File: src/hdl/mccp_pkg.sv
// Package for the min-cost conversion path block: sizes, codes and the
// command and status structs between the controller and the datapath. No dependencies.
`default_nettype none
package mccp_pkg;
    localparam int TYPE_SLOTS = 32;
    localparam int EDGE_SLOTS = 256;
    localparam int MAX_PATH   = 31;
    localparam int EIDX_W     = $clog2(EDGE_SLOTS);
    localparam int ECNT_W     = $clog2(EDGE_SLOTS + 1);
    localparam int DIST_W     = 22;
    localparam logic [DIST_W-1:0] DIST_INF = '1;

    localparam logic [1:0] FN_LOAD  = 2'd0;
    localparam logic [1:0] FN_FIND  = 2'd1;
    localparam logic [1:0] FN_CLEAR = 2'd2;

    localparam logic [1:0] ST_EDGE   = 2'd0;
    localparam logic [1:0] ST_SAME   = 2'd1;
    localparam logic [1:0] ST_NOPATH = 2'd2;
    localparam logic [1:0] ST_BAD    = 2'd3;

    typedef struct packed {
        logic       load;
        logic       clear;
        logic       capture;
        logic       init;
        logic       scan_start;
        logic       scan_step;
        logic       settle;
        logic       relax_step;
        logic       check;
        logic       walk_init;
        logic       walk_read;
        logic       walk_data;
        logic       emit_init;
        logic       emit_read;
        logic       emit_load;
        logic       stat_load;
        logic [1:0] stat_code;
    } t_cmd;

    typedef struct packed {
        logic bad;
        logic same;
        logic scan_last;
        logic found;
        logic relax_done;
        logic unreach;
        logic walk_done;
        logic pop_empty;
        logic out_full;
    } t_sts;
endpackage
`default_nettype wire

File: src/hdl/mccp_ctrl.sv
// Controller state machine sequencing load, search, walk-back and emit.
// Depends on mccp_pkg; drives mccp_datapath through t_cmd.
`default_nettype none
module mccp_ctrl (
    input  wire logic           i_clk,
    input  wire logic           i_rst_n,
    input  wire logic           i_valid,
    input  wire logic [1:0]     i_func,
    output logic                o_ready,
    input  wire mccp_pkg::t_sts i_sts,
    output mccp_pkg::t_cmd      o_cmd
);
    typedef enum logic [3:0] {
        S_IDLE, S_CHECK, S_STAT, S_INIT, S_SCAN, S_CHOOSE, S_RELAX,
        S_FINISH, S_WALK, S_WALK_WAIT, S_EMIT, S_EMIT_WAIT
    } t_state;

    t_state r_state, n_state;
    logic [1:0] r_code, n_code;
    logic acc;

    assign o_ready = (r_state == S_IDLE);
    assign acc     = i_valid && o_ready;

    always_comb begin
        o_cmd   = '0;
        n_state = r_state;
        n_code  = r_code;
        o_cmd.stat_code = r_code;
        unique case (r_state)
            S_IDLE: begin
                if (acc) begin
                    o_cmd.load    = (i_func == mccp_pkg::FN_LOAD);
                    o_cmd.clear   = (i_func == mccp_pkg::FN_CLEAR);
                    o_cmd.capture = (i_func == mccp_pkg::FN_FIND);
                    if (i_func == mccp_pkg::FN_FIND) begin
                        n_state = S_CHECK;
                    end
                end
            end
            S_CHECK: begin
                priority if (i_sts.bad) begin
                    n_code  = mccp_pkg::ST_BAD;
                    n_state = S_STAT;
                end else if (i_sts.same) begin
                    n_code  = mccp_pkg::ST_SAME;
                    n_state = S_STAT;
                end else begin
                    n_state = S_INIT;
                end
            end
            S_STAT: begin
                if (!i_sts.out_full) begin
                    o_cmd.stat_load = 1'b1;
                    n_state = S_IDLE;
                end
            end
            S_INIT: begin
                o_cmd.init = 1'b1;
                n_state = S_SCAN;
            end
            S_SCAN: begin
                o_cmd.scan_step = 1'b1;
                if (i_sts.scan_last) begin
                    n_state = S_CHOOSE;
                end
            end
            S_CHOOSE: begin
                if (i_sts.found) begin
                    o_cmd.settle = 1'b1;
                    n_state = S_RELAX;
                end else begin
                    n_state = S_FINISH;
                end
            end
            S_RELAX: begin
                if (i_sts.relax_done) begin
                    o_cmd.scan_start = 1'b1;
                    n_state = S_SCAN;
                end else begin
                    o_cmd.relax_step = 1'b1;
                end
            end
            S_FINISH: begin
                o_cmd.check = 1'b1;
                if (i_sts.unreach) begin
                    n_code  = mccp_pkg::ST_NOPATH;
                    n_state = S_STAT;
                end else begin
                    o_cmd.walk_init = 1'b1;
                    n_state = S_WALK;
                end
            end
            S_WALK: begin
                if (i_sts.walk_done) begin
                    o_cmd.emit_init = 1'b1;
                    n_state = S_EMIT;
                end else begin
                    o_cmd.walk_read = 1'b1;
                    n_state = S_WALK_WAIT;
                end
            end
            S_WALK_WAIT: begin
                o_cmd.walk_data = 1'b1;
                n_state = S_WALK;
            end
            S_EMIT: begin
                priority if (i_sts.pop_empty) begin
                    n_state = S_IDLE;
                end else if (!i_sts.out_full) begin
                    o_cmd.emit_read = 1'b1;
                    n_state = S_EMIT_WAIT;
                end
            end
            S_EMIT_WAIT: begin
                o_cmd.emit_load = 1'b1;
                n_state = S_EMIT;
            end
            default: n_state = S_IDLE;
        endcase
    end

    always_ff @(posedge i_clk) begin
        if (!i_rst_n) begin
            r_state <= S_IDLE;
            r_code  <= mccp_pkg::ST_EDGE;
        end else begin
            r_state <= n_state;
            r_code  <= n_code;
        end
    end

    a_emit_after_read: assert property (@(posedge i_clk) disable iff (!i_rst_n)
        o_cmd.emit_read |=> r_state == S_EMIT_WAIT)
        else $error("emit read not followed by load");
    a_relax_after_settle: assert property (@(posedge i_clk) disable iff (!i_rst_n)
        o_cmd.settle |=> r_state == S_RELAX)
        else $error("settle without relax pass");
    a_busy_no_accept: assert property (@(posedge i_clk) disable iff (!i_rst_n)
        (r_state != S_IDLE) |-> !o_ready)
        else $error("request taken while busy");
endmodule
`default_nettype wire

File: config.mk
export PLATFORM = sky130hd
export DESIGN_NAME = mccp_ctrl
export DESIGN_NICKNAME = d
export VERILOG_FILES = /design/src/hdl/mccp_pkg.sv /design/src/hdl/mccp_ctrl.sv
export SDC_FILE = /design/constraint.sdc
export NUM_CORES = 1
export LEC_CHECK = 0
export BUFFER_PORTS_ARGS = -buffer_cell sky130_fd_sc_hd__buf_2
export CAP_MARGIN = 10
export CORE_UTILIZATION = 35
export DETAILED_ROUTE_END_ITERATION = 8
export PLACE_DENSITY = 0.69
export SLEW_MARGIN = 20
export SYNTH_ARGS = -nofsm -noshare
export SYNTH_HDL_FRONTEND = slang
export SYNTH_SLANG_ARGS = --single-unit
export TNS_END_PERCENT = 10
File: constraint.sdc
create_clock -name i_clk -period 1.3 [get_ports i_clk]
set_input_delay 0.26 -clock i_clk [delete_from_list [all_inputs] [get_ports i_clk]]
set_output_delay 0.26 -clock i_clk [all_outputs]
set_load 0.01 [all_outputs]
# [Word level (Yosys, flattened, before mapping)]
# Cells that the tools add are included.
[word_totals] wordCells=68 out_inout_bits=19 reg_bits=6 in_bits=14
[classes] reduce_logical=6 eq_ne=21 mux=39
[op_table] op="$pmux W4 S12" n=1
[op_table] op="$mux W4" n=8
[op_table] op="$mux W1" n=22
[op_table] op="$eq A4 B3 Y1 const B" n=4
[op_table] op="$eq A4 B4 Y1 const B" n=4
[op_table] op="$mux W2" n=5
[op_table] op="$eq A4 B2 Y1 const B" n=2
[op_table] op="$ne A2 B2 Y1 const B" n=4
[op_table] op="$mux W3" n=2
[op_table] op="$ne A3 B3 Y1 const B" n=2
[op_table] op="$reduce_and A6 Y1" n=1
[op_table] op="$eq A4 B1 Y1 const B" n=1
[op_table] op="$logic_not A4 Y1" n=1
[op_table] op="$ne A2 B1 Y1 const B" n=2
[op_table] op="$pmux W2 S2" n=1
[op_table] op="$reduce_and A3 Y1" n=1
[op_table] op="$eq A2 B1 Y1 const B" n=1
[op_table] op="$eq A2 B2 Y1 const B" n=1
[op_table] op="$logic_not A2 Y1" n=1
[op_table] op="$reduce_bool A2 Y1" n=1
[op_table] op="$logic_and A1 B1 Y1" n=1

# [Depth between registers and ports, before layout]
# Gate-level depths: netlist of run 1.
[logic_depth] depth_word=4 depth_mapped=6 ltp_nobuf=4

# [Least setup slack after synthesis of run 1]
# Ideal clock, no wire load.
[synth_path] kind="reg2out" start="reg r_state[1]" end="out o_cmd[17] (netlist name)" path_slack_ns=-0.351 n_path_buf=0 required_ns=1.040 path_stages_with_launch=3 arrival_time_ns=1.391 path_cell_list="dfxtp_1 -> nor4_1 -> nor4bb_1"
[synth_rtl] element="start, declared" line_no="mccp_ctrl.sv:18" rtl="t_state r_state, n_state;"
[synth_rtl] element="start signal, assigned" line_no="mccp_ctrl.sv:128" rtl="r_state <= n_state;"
[synth_rtl] element="end, declared" line_no="mccp_ctrl.sv:11" rtl="output mccp_pkg::t_cmd o_cmd"

==> results.md, run 1 <==
- Status: finished, violations left
- Violated checks: setup timing
- Max-slew violations: 0
- Cell Area, Synth: 575.6 um2
- Die height: 42.55 um
- Share of the synthesized area in the top cell type: about a fifth
- Critical Path Source Type: flip-flop
- Antenna cell count: 0
- WP data required: 1040 ps
- Crit path from: r_state[2]$_SDFFE_PN0P_
- Mean Syn Cell Area: between 7 and 8 um2
- DRT iter0 DRCs: 15
- Clk_skew: 3.305 ps
- Number of global-route vias before repair: roughly 740
- Area occupied by registers: between 100 and 150 um2
- Std cell rows: 14
- Final setup violation count: 19
- # DRC: 0
- Vias/cell: between 5 and 6
- Fin area: between 0.001 and 0.0015 mm2
- CTS H-tree lvls: 1
- Initial Utilization: between 30 and 40%
- Bufs and invs on worst path: 2
- Netlist cell types: 33
- Count of flip-flops with a built-in enable after synthesis: 0
- Cell chain of the critical path: buf_4 > nor4_4 > nor4bb_4 > buf_2
- Final #Nets: 143
- Max transition margin: 80.53%
- Register area share after synthesis: between 20% and 30%
- Post-CTS Setup Inserts: 0
- Die area: 0.001811 mm2
- Area of the multi-input gates: 520.5 um2
- Non-filler instance count after layout: approximately 140
- First-pass GRT wire length: roughly 3200 um
- CP max-delay cell: dfxtp_2
- Synth top area cells: dfxtp_1 (21%), nor3_1 (6.1%), nand2b_1 (5.4%)
- Wirelength per Cell: between 10 and 15 um
- Syn-to-layout area delta: 79.57%
- CTS tree: yes
- DP Worst Slack: -139.9 ps
- Sink Count: 6
- Period utilization: 123.3%
- Worst-Margin Slew: roughly 290 ps
- Ys Warns: 0
- DP Area: ~910 um2
- LEAKAGE: just under 0.0005 uW
- Critical Path End Type: output port
- Crit-path max FO: 4
- CTS clock-pin slew for the worst setup and hold paths: 50 ps
- Boundary Pins: 33
- Hold WC Path Type: in2reg
- Insertion delay to the later sink of the worst-skew pair: 240 ps
- Period minus WS final: around 1600 ps
- Die width: about 43 um
- Final worst setup slack: -303.3 ps
- DR pass1 iterations: 4
- Hold Path Origin: i_sts[8]
- Flops & latches, synth: 6
- Post-synth ARST share: 0%
- Core Area: about 0.0015 mm2
- Power per standard cell area: ~550 mW/mm2
- Layout cell share with drive strength beyond 1: between 50% and 60%
- DP HPWL: 1347 um
- Placed Cells: 140
- Root buf cell: clkbuf_4
- Final Hold Vio Count: 0
- Total vias in the final route: between 700 and 800
- Synth area leader: dfxtp_1
- VDD IR-drop max: about 0.30 mV
- Fmax: just over 0.6 GHz
- PortBufs: 32
- GRT Total Usage: 23.25%
- Antenna violations before repair: 0
- Total Routed Length: 1927 um
- Routability congestion estimate: 0.8193
- Largest net degree at the start of global routing: 11
- Worst-case clock buffer depth: 2
- Filler cells: approximately 130
- Synth Flop Type: dfxtp_1
- Grt total ovfl: 0
- CP arrival: 1340 ps
- Num CTS Buffers: 3
- Reg2reg start: r_state[0]$_SDFFE_PN0P_
- Detail Route Antenna Nets: 0
- CP max stage delay: 330 ps
- Max cap viols: 0
- RSZ-0062 raised after global routing: yes
- # hold bufs at CTS: 0
- Cells after synthesis: 78
- Critical path class: reg2out
- CP delay by family, top: simple AND/OR/NAND/NOR gates
- Syn nets: 92
synthesized netlist by cell type (2+ instances only):
master	n
nand2_1	8
nor3_1	7
dfxtp_1	6
nand2b_1	5
nor2_1	4
nor2b_1	4
nor4_1	4
a21boi_0	3
a21oi_1	3
inv_1	3
a21o_1	2
and4b_1	2
buf_2	2
clkbuf_1	2
nand3b_1	2
nor3b_1	2
o21ai_0	2
o21bai_1	2
what timing repair did:
action / 4_1_cts / 5_1_grt
gates resized for setup: 15 / 11
setup endpoints to repair: 19 / 21
pin swaps: 2 / 4
gates cloned: 0 / 0
final timing paths:
path | to | slack [ps] | cells past startpoint
max reg2reg | r_state[1]$_SDFFE_PN0P_ | -40 | 4
max | o_cmd[17] | -300 | 4
min | r_code[1]$_SDFFE_PN0P_ | 280 | 3
min reg2reg | r_code[0]$_SDFFE_PN0P_ | 470 | 2
sequential cells by signal (all words and copies together) (netlist names):
name     cells
r_code       2
r_state      4
metal layers:
metal  GRT usage [%]  share of wire [%]
met1           28.13                 46
met2           38.77                 48
met3           4.741                4.3
met4           11.25                1.6
met5               0                  0
cells in the final DEF (no fill, tap or decap), types with 2 or more instances in the layout:
cell,n
nor4_4,2
a21o_1,2
nor4_2,2
clkbuf_4,3
o21bai_1,2
a21boi_0,2
nor2_1,3
a21oi_1,3
nand2b_4,3
inv_1,3
dfxtp_1,2
buf_4,16
dfxtp_4,2
and4b_1,2
nand3b_1,2
nand2_1,8
nor3_1,5
nor3b_1,2
buf_2,32
dfxtp_2,2
buf_6,3
nor3_2,2
o21ai_0,2
a21boi_1,2
nor2b_1,3
logic make-up (layout without fill, tap and decap cells):
logic type / Yosys count / after routing / share of synthesized area, %
AOI/OAI and AO/OA: 19 / 19 / 23.91
xor gates and xnor gates: 1 / 1 / 1.522
buffers and inverters: 9 / 58 / 8.262
DFF: 6 / 6 / 20.87
muxes: 1 / 1 / 1.739
and+or+nand+nor: 42 / 42 / 43.69
report_power, final:
part	total (uW)	internal, uW	switching (uW)
registers	201	191	9.48
clock network	171	104	66.5
logic	195	102	92.1
worst min-delay path, cell delays in order:
cell and delay, ps:
buf_2 110, nand2_1 50, a21boi_1 50
stage by stage:
stage	power [uW]	util, %	hold slack (ps)	setup TNS (ps)
5_1_grt	605.8	67.82	299.9	-4135
2_1_floorplan	301.1	-	388.2	-206.3
6_report	566.2	67.82	280.2	-2823
3_5_place_dp	379.4	59.44	462.2	-545.0
3_3_place_gp	374.7	59.44	450.0	-210.0
4_1_cts	559.0	64.61	279.2	-2719
area by class of cell:
| cell class | count | area share [%] |
|---|---|---|
| multi-input cells | 63 | 50.36 |
| repair buffers | 52 | 31.84 |
| flip-flops and latches | 6 | 12.59 |
| clock buffers | 3 | 2.179 |
| well taps | 16 | 1.937 |
| inverters | 3 | 1.090 |
Power figures use the tool's default switching activity.
==> inputs of run 2 (changes only) <==
Settings changed: SETUP_SLACK_MARGIN set to 0.5.
==> run 2 against run 1 <==
Net effect: the run still ends with setup timing left; cell count is 2.1% lower; critical path depth is 1 lower; register-to-register slack worse by 40 ps.
==> results.md, run 2 (same netlist as run 1, synthesis figures left out) <==
- Filler cells: 131 (+2.3%)
- Largest net degree at the start of global routing: 11 (unchanged)
- Max-slew violations: 0 (unchanged)
- Largest regs: r_state: 4 flops, r_code: 2 flops
- Syn-to-layout area delta: 85.65%
- Final worst setup slack: -257.3 ps (+46.02 ps)
- Period utilization: 119.8% (-3.5 points)
- Routability congestion estimate: 0.8019 (-2.1%)
- Total vias in the final route: 760 (-1.9%)
- DP HPWL: 1267 um (-6.0%)
- Antenna violations before repair: 0 (unchanged)
- Critical Path End Type: output port
- Worst-case clock buffer depth: 2 (unchanged)
- DRT iter0 DRCs: 8 (-7)
- Root buf cell: clkbuf_4
- Power per standard cell area: 556.0 mW/mm2 (+1.5%)
- Num CTS Buffers: 3 (unchanged)
- DR pass1 iterations: 3 (-1)
- Violated checks: setup timing
- Die width: 42.55 um (unchanged)
- Final Hold Vio Count: 0 (unchanged)
- LEAKAGE: 0.0005114 uW (+3.5%)
- CP arrival: 1300 ps (-40 ps)
- CTS H-tree lvls: 1 (unchanged)
- WP data required: 1040 ps (about the same)
- Max transition margin: 83.13% (+2.6 points)
- Critical path class: reg2out
- Vias/cell: 5.429 (+0.17%)
- Clk_skew: 0.5116 ps (-2.793 ps)
- Critical Path Source Type: flip-flop
- Worst-Margin Slew: 250.9 ps (-38.94 ps)
- Status: finished, violations left
- CTS clock-pin slew for the worst setup and hold paths: 50 ps (about the same)
- Boundary Pins: 33 (unchanged)
- RSZ-0062 raised after global routing: yes
- Grt total ovfl: 0 (unchanged)
- # hold bufs at CTS: 0 (unchanged)
- Sink Count: 6 (unchanged)
- Wirelength per Cell: 13.11 um (-2.7%)
- Die area: 0.001811 mm2 (unchanged)
- DP Worst Slack: -148.5 ps (-8.663 ps)
- DP Area: 898.4 um2 (-0.83%)
- Die height: 42.55 um (unchanged)
- # DRC: 0 (unchanged)
- Insertion delay to the later sink of the worst-skew pair: 250 ps (about the same)
- Final #Nets: 140 (-2.1%)
- GRT Total Usage: 20.88% (-2.4 points)
- Core Area: 0.001524 mm2 (unchanged)
- Std cell rows: 14 (unchanged)
- CTS tree: yes
- VDD IR-drop max: 0.4849 mV (+61%)
- Period minus WS final: 1557 ps (-46.02 ps)
- Antenna cell count: 0 (unchanged)
- Hold WC Path Type: in2reg
- Fmax: 0.6421 GHz (+3.0%)
- Detail Route Antenna Nets: 0 (unchanged)
- Most common cell after layout, fill and taps aside: buf_2
- Max FFs per register: 4 (unchanged)
- Crit-path max FO: 6 (+2)
- Biggest register: r_state
- Total Routed Length: 1836 um (-4.7%)
- Fin area: 0.001069 mm2 (+3.4%)
- Commonest non-fill, non-tap cells in the layout: buf_2 (30), buf_4 (12), nand2_1 (7)
- First-pass GRT wire length: 2932 um (-7.6%)
- PortBufs: 32 (unchanged)
- Max cap viols: 0 (unchanged)
- Final setup violation count: 19 (unchanged)
- Layout cell share with drive strength beyond 1: 64.52% (+5.5 points)
- Initial Utilization: 37.77% (unchanged)
- Number of global-route vias before repair: 720 (-2.3%)
## run 2: changes by cell type in the layout (fill, tap and decap cells not counted), moves of 2 or more
cell	previous run	this run
buf_6	3	6
nor3_1	5	1
nor2_2	1	4
nor3_2	2	5
buf_2	32	30
dfxtp_4	2	4
buf_4	16	12
nor2_1	3	0
## run 2: final timing paths
| check | startpoint | cells past startpoint | end | slack [ps] |
|---|---|---|---|---|
| worst max register to register | r_state[2]$_SDFFE_PN0P_ | 5 | r_state[1]$_SDFFE_PN0P_ | -80 |
| worst min-delay path | i_sts[8] | 3 | r_code[1]$_SDFFE_PN0P_ | 280 |
| worst max-delay path | r_state[2]$_SDFFE_PN0P_ | 3 | o_cmd[17] | -260 |
| worst min register to register | r_code[0]$_SDFFE_PN0P_ | 2 | r_code[0]$_SDFFE_PN0P_ | 460 |
## run 2: per-layer routing
layer / vias to the layer above / routed length [um] / global-route usage, %
met2: 22 / 926 / 37.54
met4: 0 / 40 / 9.375
met1: 354 / 811 / 24.80
li1: 380 / - / -
met5: - / 0 / 0
met3: 4 / 57 / 1.724
## run 2: final cells by class
cell class / instances / area, um2 / share of cell area [%]
Timing Repair Buffer: 49 / 327.8 / 30.68
Clock buffer: 3 / 22.52 / 2.108
Multi-Input combinational cell: 63 / 550.5 / 51.52
Tap cell: 16 / 20.02 / 1.874
Sequential cell: 6 / 136.4 / 12.76
Inverter: 3 / 11.26 / 1.054
## run 2: power breakdown
group,switching [uW],leakage (uW),internal (uW)
registers,13.0,0.0000522,189
clock network,71.5,0.0000138,105
logic,96.8,0.000445,119
## run 2: critical path: stages, from the launching register on
cell,delay (ps)
dfxtp_4,360
nor4_4,310
nor4bb_4,220
buf_2,160
## run 2: what timing repair did
action	4_1_cts	5_1_grt
endpoints found under the setup margin	25	25
gates resized for setup	14	18
setup buffers	3	2
pin swaps	4	6
gates cloned	0	0
## run 2: per-stage QoR
step / hold slack, ps / util, % / instances / power, uW / setup TNS [ps]
global route: 290.7 / 70.11 / 140 / 631.3 / -3861
finish: 278.1 / 70.11 / 140 / 594.1 / -2550
global placement: 454.4 / 58.95 / 132 / 377.2 / -620.1
detailed placement: 465.1 / 58.95 / 132 / 380.6 / -720.5
CTS: 270.7 / 65.27 / 138 / 576.1 / -3204
floorplan: 388.0 / - / 78 / 311.6 / 0
==> inputs of run 3 (changes only) <==
Settings changed: CORE_UTILIZATION 35 to 38, CTS_CLUSTER_SIZE set to 20, PLACE_DENSITY 0.69 to 0.74.
==> run 3 against run 2 <==
Net effect: the run still ends with setup timing left; cell count rose by 4.3%; clock skew rose by 6.3 ps; clock power rose by 3%; critical path type unchanged; critical endpoint unchanged; largest cell class unchanged.
==> results.md, run 3 (same netlist as run 1, synthesis figures left out) <==
- Critical Path Source Type: flip-flop
- Biggest register: r_state
- Fmax: 0.6323 GHz (-1.5%)
- Clk_skew: 6.791 ps (+6.279 ps)
- Most common cell after layout, fill and taps aside: buf_2
- # hold bufs at CTS: 0 (unchanged)
- Critical path class: reg2out
- Root buf cell: clkbuf_4
- CP arrival: 1320 ps (+20 ps)
- Setup TNS: -3389 ps (-839.2 ps)
- Total Routed Length: 2407 um (+31%)
- Crit path from: r_state[2]$_SDFFE_PN0P_
- Final #Nets: 147 (+5.0%)
- Crit-path max FO: 5 (-1)
- Non-filler instance count after layout: 146 (+4.3%)
- Grt total ovfl: 0 (unchanged)
- Die area: 0.001674 mm2 (-7.5%)
- Power per standard cell area: 552.3 mW/mm2 (-0.67%)
- Period utilization: 121.6% (+1.9 points)
- Worst-case clock buffer depth: 2 (unchanged)
- Reg2Reg Depth: 6 (+1)
- WP data required: 1040 ps (about the same)
- CP max-delay cell: dfxtp_4
- Capturing point of the worst reg2reg path: r_state[1]$_SDFFE_PN0P_
- # DRC: 0 (unchanged)
- Fin Hold WS: 303.5 ps (+25.37 ps)
- Antenna violations before repair: 0 (unchanged)
- Max FFs per register: 4 (unchanged)
- DR pass1 iterations: 4 (+1)
- Critical Path Sink: o_cmd[17]
- CTS tree: yes
- Layout cell share with drive strength beyond 1: 67.18% (+2.7 points)
- Initial Utilization: 42.63% (+4.9 points)
- CTS H-tree lvls: 1 (unchanged)
- CTS clock-pin slew for the worst setup and hold paths: 50 ps (about the same)
- Sink Count: 6 (unchanged)
- Period minus WS final: 1581 ps (+24.15 ps)
- Worst-Margin Slew: 415.8 ps (+164.9 ps)
- Routability congestion estimate: 0.8227 (+2.6%)
- LEAKAGE: 0.0005471 uW (+7.0%)
- Die height: 40.92 um (-3.8%)
- Wirelength per Cell: 16.49 um (+26%)
- Max-slew violations: 0 (unchanged)
- CP max stage delay: 360 ps (about the same)
- Largest regs: r_state: 4 flops, r_code: 2 flops
- DRT iter0 DRCs: 15 (+7)
- Max transition margin: 72.04% (-11 points)
- RSZ-0062 raised after global routing: yes
- Max cap viols: 0 (unchanged)
- Final Hold Vio Count: 0 (unchanged)
- Insertion delay to the later sink of the worst-skew pair: 240 ps (about the same)
- First-pass GRT wire length: 3029 um (+3.3%)
- VDD IR-drop max: 0.4447 mV (-8.3%)
- Total vias in the final route: 850 (+12%)
- Detail Route Antenna Nets: 0 (unchanged)
- Vias/cell: 5.822 (+7.2%)
- Placed Cells: 135 (+2.3%)
- Boundary Pins: 33 (unchanged)
- Die width: 40.92 um (-3.8%)
- Core Area: 0.001350 mm2 (-11%)
- Final setup violation count: 19 (unchanged)
- Largest net degree at the start of global routing: 10 (-1)
- PortBufs: 32 (unchanged)
- Num CTS Buffers: 3 (unchanged)
- Number of global-route vias before repair: 718 (-0.28%)
- Violated checks: setup timing
- Commonest non-fill, non-tap cells in the layout: buf_2 (29), buf_4 (16), buf_6 (10)
- DP Worst Slack: -140.9 ps (+7.649 ps)
- Final worst setup slack: -281.4 ps (-24.15 ps)
- R2R Setup Slk: -160 ps (-80 ps)
- Critical Path End Type: output port
- GRT Total Usage: 26.94% (+6.1 points)
- Reg2reg start: r_state[3]$_SDFFE_PN0P_
- Std cell rows: 13 (-1)
- DP HPWL: 1405 um (+11%)
- Hold Path Origin: i_sts[8]
- Hold WC Path Type: in2reg
- Antenna cell count: 0 (unchanged)
- Syn-to-layout area delta: 99.13%
- Cell chain of the critical path: nor4_4 > nor4bb_4 > buf_2
- Status: finished, violations left
run 3: repair_timing:
item | 4_1_cts | 5_1_grt
setup endpoints to repair | 25 | 25
pin swaps | 7 | 6
buffers inserted | 6 | 2
hold endpoints to repair | 0 | 0
resized for setup | 29 | 10
run 3: metrics by stage:
step                power, uW  util, %  instance area [um2]
CTS                     611.8    81.28                 1097
finish                  632.9    84.89                 1146
global route            663.0    84.89                 1146
global placement        382.6    68.67                927.1
floorplan               311.6        -                676.9
detailed placement      385.8    68.67                927.1
run 3: per-layer routing:
layer	track usage, %	share of wire [%]	up-vias
met2	48.05	53	53
met5	0	0	-
met4	14.17	3.9	0
met1	30.94	38	391
li1	-	-	394
met3	2.717	5.1	12
run 3: worst min path at each step:
stage	to	cells after the start
finish	r_code[1]$_SDFFE_PN0P_	3
global route	r_state[3]$_SDFFE_PN0P_	2
CTS	r_code[1]$_SDFFE_PN0P_	3
detailed placement	r_code[0]$_SDFFE_PN0P_	2
global placement	r_code[0]$_SDFFE_PN0P_	2
floorplan	r_state[3]$_SDFFE_PN0P_	1
run 3: layout make-up:
cell class                 count  area [um2]
inverter                       3       11.26
sequential                     6       137.6
fill                          86       203.9
tap                           15       18.77
clock buffer                   3       22.52
multi-input combinational     63       563.0
timing repair buffer          56       392.9
run 3: worst max-delay path, delay by kind of cell, from the launching register on:
kind,cells,cell delay (ps)
buf+inv,1,170
flops,1,360
simple gates,2,550
run 3: where the power goes:
group | internal [uW] | leakage, uW | switching [uW]
logic | 138 | 0.000481 | 111
clock network | 105 | 0.0000138 | 76.9
registers | 189 | 0.0000527 | 12.1
total | 433 | 0.000547 | 200
